<file path="config.mk">
export PLATFORM = sky130hd
export DESIGN_NAME = pps_rotate
export DESIGN_NICKNAME = d
export VERILOG_FILES = /design/src/sv/pps_pkg.sv /design/src/sv/pps_rotate.sv
export SDC_FILE = /design/constraint.sdc
export NUM_CORES = 2
export LEC_CHECK = 0
export BUFFER_PORTS_ARGS = -buffer_cell sky130_fd_sc_hd__buf_2
export CORE_MARGIN = 2
export CORE_UTILIZATION = 60
export CTS_CLUSTER_DIAMETER = 100
export DETAILED_ROUTE_END_ITERATION = 16
export GPL_TIMING_DRIVEN = 0
export PLACE_DENSITY = 0.82
export SLEW_MARGIN = 20
export SYNTH_ARGS = -nofsm -noshare
export SYNTH_HDL_FRONTEND = slang
export SYNTH_SLANG_ARGS = --single-unit
export TNS_END_PERCENT = 1
</file>
<file path="constraint.sdc">
create_clock -name i_clk -period 7.95 [get_ports i_clk]
set_input_delay 2.385 -clock i_clk [delete_from_list [all_inputs] [get_ports i_clk]]
set_output_delay 2.385 -clock i_clk [all_outputs]
set_load 0.01 [all_outputs]
</file>
<file path="src/sv/pps_pkg.sv">
`timescale 1ns / 1ps

package pps_pkg;

    // Angles are carried internally in Q.30 radians.
    localparam int ZW = 36;
    typedef logic signed [ZW-1:0] t_angle;

    localparam t_angle PI_Q30      = 36'sd3373259426;
    localparam t_angle HALF_PI_Q30 = 36'sd1686629713;
    localparam t_angle TWO_PI_Q30  = 36'sd6746518852;
    localparam t_angle UNIT_Q30    = 36'sd1073741824;

    localparam int MAX_STAGES = 24;

    // atan(2^-i) in Q.30.
    localparam t_angle ATAN_TAB [0:MAX_STAGES-1] = '{
        36'sd843314857, 36'sd497837829, 36'sd263043837, 36'sd133525159,
        36'sd67021687,  36'sd33543516,  36'sd16775851,  36'sd8388437,
        36'sd4194283,   36'sd2097149,   36'sd1048576,   36'sd524288,
        36'sd262144,    36'sd131072,    36'sd65536,     36'sd32768,
        36'sd16384,     36'sd8192,      36'sd4096,      36'sd2048,
        36'sd1024,      36'sd512,       36'sd256,       36'sd128
    };

    localparam logic [15:0] STEER_GAIN_RST = 16'd8602;

endpackage

</file>
<file path="src/sv/pps_rotate.sv">
`timescale 1ns / 1ps

module pps_rotate
    import pps_pkg::*;
#(
    parameter int W      = 34,
    parameter int STAGES = 16,
    parameter int SB_W   = 1
) (
    input  logic                i_clk,
    input  logic                i_rst_n,
    input  logic                i_en,
    input  logic                i_valid,
    input  t_angle              i_z,
    input  logic [SB_W-1:0]     i_sb,
    output logic                o_valid,
    output logic signed [W-1:0] o_y,
    output logic [SB_W-1:0]     o_sb
);

    logic                r_vld [0:STAGES-1];
    logic signed [W-1:0] r_x   [0:STAGES-2];
    logic signed [W-1:0] r_y   [0:STAGES-1];
    t_angle              r_z   [0:STAGES-2];
    logic [SB_W-1:0]     r_sb  [0:STAGES-1];

    genvar g;
    generate
        for (g = 0; g < STAGES; g++) begin : g_stage
            logic                vld_in;
            logic signed [W-1:0] x_in, y_in, xs;
            t_angle              z_in;
            logic [SB_W-1:0]     sb_in;

            if (g == 0) begin : g_first
                // The vector starts at (1, 0).
                assign vld_in = i_valid;
                assign x_in   = W'(UNIT_Q30);
                assign y_in   = '0;
                assign z_in   = i_z;
                assign sb_in  = i_sb;
            end else begin : g_next
                assign vld_in = r_vld[g-1];
                assign x_in   = r_x[g-1];
                assign y_in   = r_y[g-1];
                assign z_in   = r_z[g-1];
                assign sb_in  = r_sb[g-1];
            end

            assign xs = x_in >>> g;

            always_ff @(posedge i_clk) begin
                if (!i_rst_n) begin
                    r_vld[g] <= 1'b0;
                end else if (i_en) begin
                    r_vld[g] <= vld_in;
                end
            end

            always_ff @(posedge i_clk) begin
                if (i_en) begin
                    r_y[g]  <= z_in[ZW-1] ? y_in - xs : y_in + xs;
                    r_sb[g] <= sb_in;
                end
            end

            if (g < STAGES - 1) begin : g_xz
                logic signed [W-1:0] ys;

                assign ys = y_in >>> g;

                always_ff @(posedge i_clk) begin
                    if (i_en) begin
                        r_x[g] <= z_in[ZW-1] ? x_in + ys : x_in - ys;
                        r_z[g] <= z_in[ZW-1] ? z_in + ATAN_TAB[g] : z_in - ATAN_TAB[g];
                    end
                end
            end
        end
    endgenerate

    assign o_valid = r_vld[STAGES-1];
    assign o_y     = r_y[STAGES-1];
    assign o_sb    = r_sb[STAGES-1];

endmodule

</file>
==> results.toml <==
[floorplan]
dieArea_mm2 = 0.158
die_width_um = 398
initial_core_util_pct = 60.4
num_rows = 144
ioPinCount = 77
fp.coreArea_mm2 = 0.154
chipHeight_um = 398

[detailed_routing]
drc = 0
postRouteAntennaNets = 0
viasPerCell = 6.18
drt_first_iter_violations = 5712
wirelength_um = 234000
routedWlPerCell_um = 19.9
drtPass1Iterations = 7
wl_met3_um = 12200
top_layer_used = "met5"
vias = 72700
wl_met1_um = 100000
wl_met2_um = 114000

[grt]
grt_pass1_wl_um = 370000
grt_max_degree = 151
antenna_found_initial = 3
grt_pass1_vias = 70400
overflow = 0
grt_usage_pct = 29.0

[critical_path]
rrSetupSlack_ns = 1.34
critPathRequiredTime_ns = 8.44
worst-path-max-fanout = 19
timing.rr.end = "r_z[0][284]"
crit_path_max_incr_delay_ns = 0.89
cp_slowest_cell = "edfxtp_1"
crit_type = "register to register"
endpoint_kind = "register"
r2r-start = "r_z[0][251]"
cp_top_family = "buffers and inverters"
critical_path_buf_inv_count = 4
reg2reg_depth = 15
arrival_ns = 7.10
critPathLaunchType = "register"
worstPathCellList = "buf_2 -> clkbuf_1 -> clkbuf_1 -> inv_1 -> ha_1 -> a211oi_1 -> o21ai_0 -> a31o_2 -> a2111oi_0 -> o311ai_0 -> nand2_1 -> o21ai_1 -> and2_1 -> o41ai_1 -> xnor2_1"
cp_common_cell = "clkbuf_1"

[clocking]
post-cts-setup-buffers = 0
root_buffer = "clkbuf_16"
cts_sinks = 1159
numCtsBuffers = 136
clockBufferDepth = 3
insertion_delay_ns = 0.76
htreeDepth = 4
cts_hold_buf = 0
cts_tree = "done"
clk_pin_slew_ns = 0.06
cts_resized = 0

[timing]
fin_crit_ns = 6.61
tightest_slew_ns = 1.13
fin_skew_ns = 0.0348
rsz0062_at_grt = "no"
slew_viol_final = 0
post-route-period-util_pct = 83.1
relSlewSlack_pct = 24.4
hold_viol = 0
setup-tns-final_ns = 0
clock.fmax_mhz = 151
setup_viol = 0

[synthesis]
synth_warnings = 0
synth-seq-area-share_pct = 37.4
synth_nets = 10500
syn_avg_cell_area_um2 = 9.91
netlist_area_mm2 = 0.0931
synth.distinct_cells = 101
async_flop_share_pct = 0
synth_cells = 9393
synth_edf_count = 1158
synth-seq-cells = 1159
synthFlopType = "edfxtp_1"

[final_layout]
most-common-layout-cells = "edfxtp_1 (1,158), ha_1 (1,063), a21oi_1 (975)"
n_antenna_cell = 0
final_nets = 10800
synthToLayoutAreaGrowth_pct = 8.16
drive_above_1_share_pct = 4.34
nFillCells = 12200
layout_commonest_cell = "edfxtp_1"

[placed_design]
place_congestion = 0.953
io_buffers = 76
dp_hpwl_um = 182000

[flow_run]
max_cap_viol_count = 0

[hold_path]
min_to = "r_sb[1][1]"
hp-start = "r_sb[1][0]"
hp-class = "register to register"
worstHoldPathCells = 0

[outcome]
status = "completed"
-- worst register-to-register path: cells and delay by family (launching register included) --
family,cells,cell delay (ns)
buffers and inverters,4,2.47
AOI/OAI and AO/OA,7,1.91
DFF,1,0.89
adders and majority gates,1,0.56
and+or+nand+nor,2,0.37
xor gates and xnor gates,1,0.15
-- cell type report --
type | instances | area (µm²) | area share, %
plain buffers | 190 | 726 | 0.721
clock buffers | 161 | 3550 | 3.52
clock inverters | 78 | 843 | 0.837
inverters | 415 | 1560 | 1.55
multi-input cells | 7629 | 56000 | 55.6
flip-flops and latches | 1159 | 34800 | 34.6
well taps | 2044 | 2560 | 2.54
repair buffers | 85 | 643 | 0.639
-- cell usage after synthesis, drive strengths merged (142+ instances only) --
cell type	number	area share [%]
xnor2	867	8.2
clkbuf	158	0.64
nand2	421	1.7
a21o	534	4.3
nor3	210	1.1
inv	415	1.7
nor2b	150	1.0
o21a	146	1.2
nand2b	142	0.95
edfxtp	1158	37
o21ai	443	2.4
nand3	156	0.84
xor2	453	4.3
nor2	719	2.9
a21oi	978	5.3
ha	1063	14
-- cells by family (layout without fill, tap and decap cells) --
group / Yosys count / after routing / share of synthesized area [%]
AOI/OAI and AO/OA: 2859 / 2859 / 19.8
muxes: 100 / 100 / 1.13
adders and majority gates: 1100 / 1100 / 15.1
xor gates and xnor gates: 1320 / 1320 / 12.4
and+or+nand+nor: 2250 / 2250 / 11.8
buffers and inverters: 605 / 929 / 2.45
DFF: 1159 / 1159 / 37.4
-- worst max-delay path by stage --
stage,from,to,cells past startpoint
CTS,r_z[0][251],r_z[0][287],15
finish,r_z[0][251],r_z[0][284],15
global route,r_z[0][251],r_z[0][284],15
floorplan,i_z[35],r_z[0][29],12
global placement,i_en,r_vld[0][0],2
detailed placement,r_z[0][251],r_z[0][287],15
-- per-stage QoR --
step	instances	setup WS, ns	cell area, µm²	hold WS [ns]	util (%)
6_report	11800	1.34	101000	0.414	65.4
5_1_grt	11800	0.930	101000	0.414	65.4
4_1_cts	11800	1.38	101000	0.413	65.4
3_5_place_dp	11500	1.44	96300	0.405	62.5
3_3_place_gp	11500	-13.76	96000	0.401	62.3
2_1_floorplan	9393	2.74	93100	0.400	-
-- routing by layer --
metal | up-vias | global-route usage, %
li1 | 35400 | -
met1 | 34900 | 37.5
met2 | 1976 | 50.4
met3 | 428 | 3.30
met4 | 2 | 9.65
met5 | - | 0
-- flip-flops by register name (all words and copies together) (netlist names) --
name / flops
r_sb: 16
r_z: 425
r_y: 377
r_vld: 16
r_x: 325
Power is left out: the tool's default activity adds up to more than one toggle a clock period on the data nets, which glitch-free logic cannot reach.
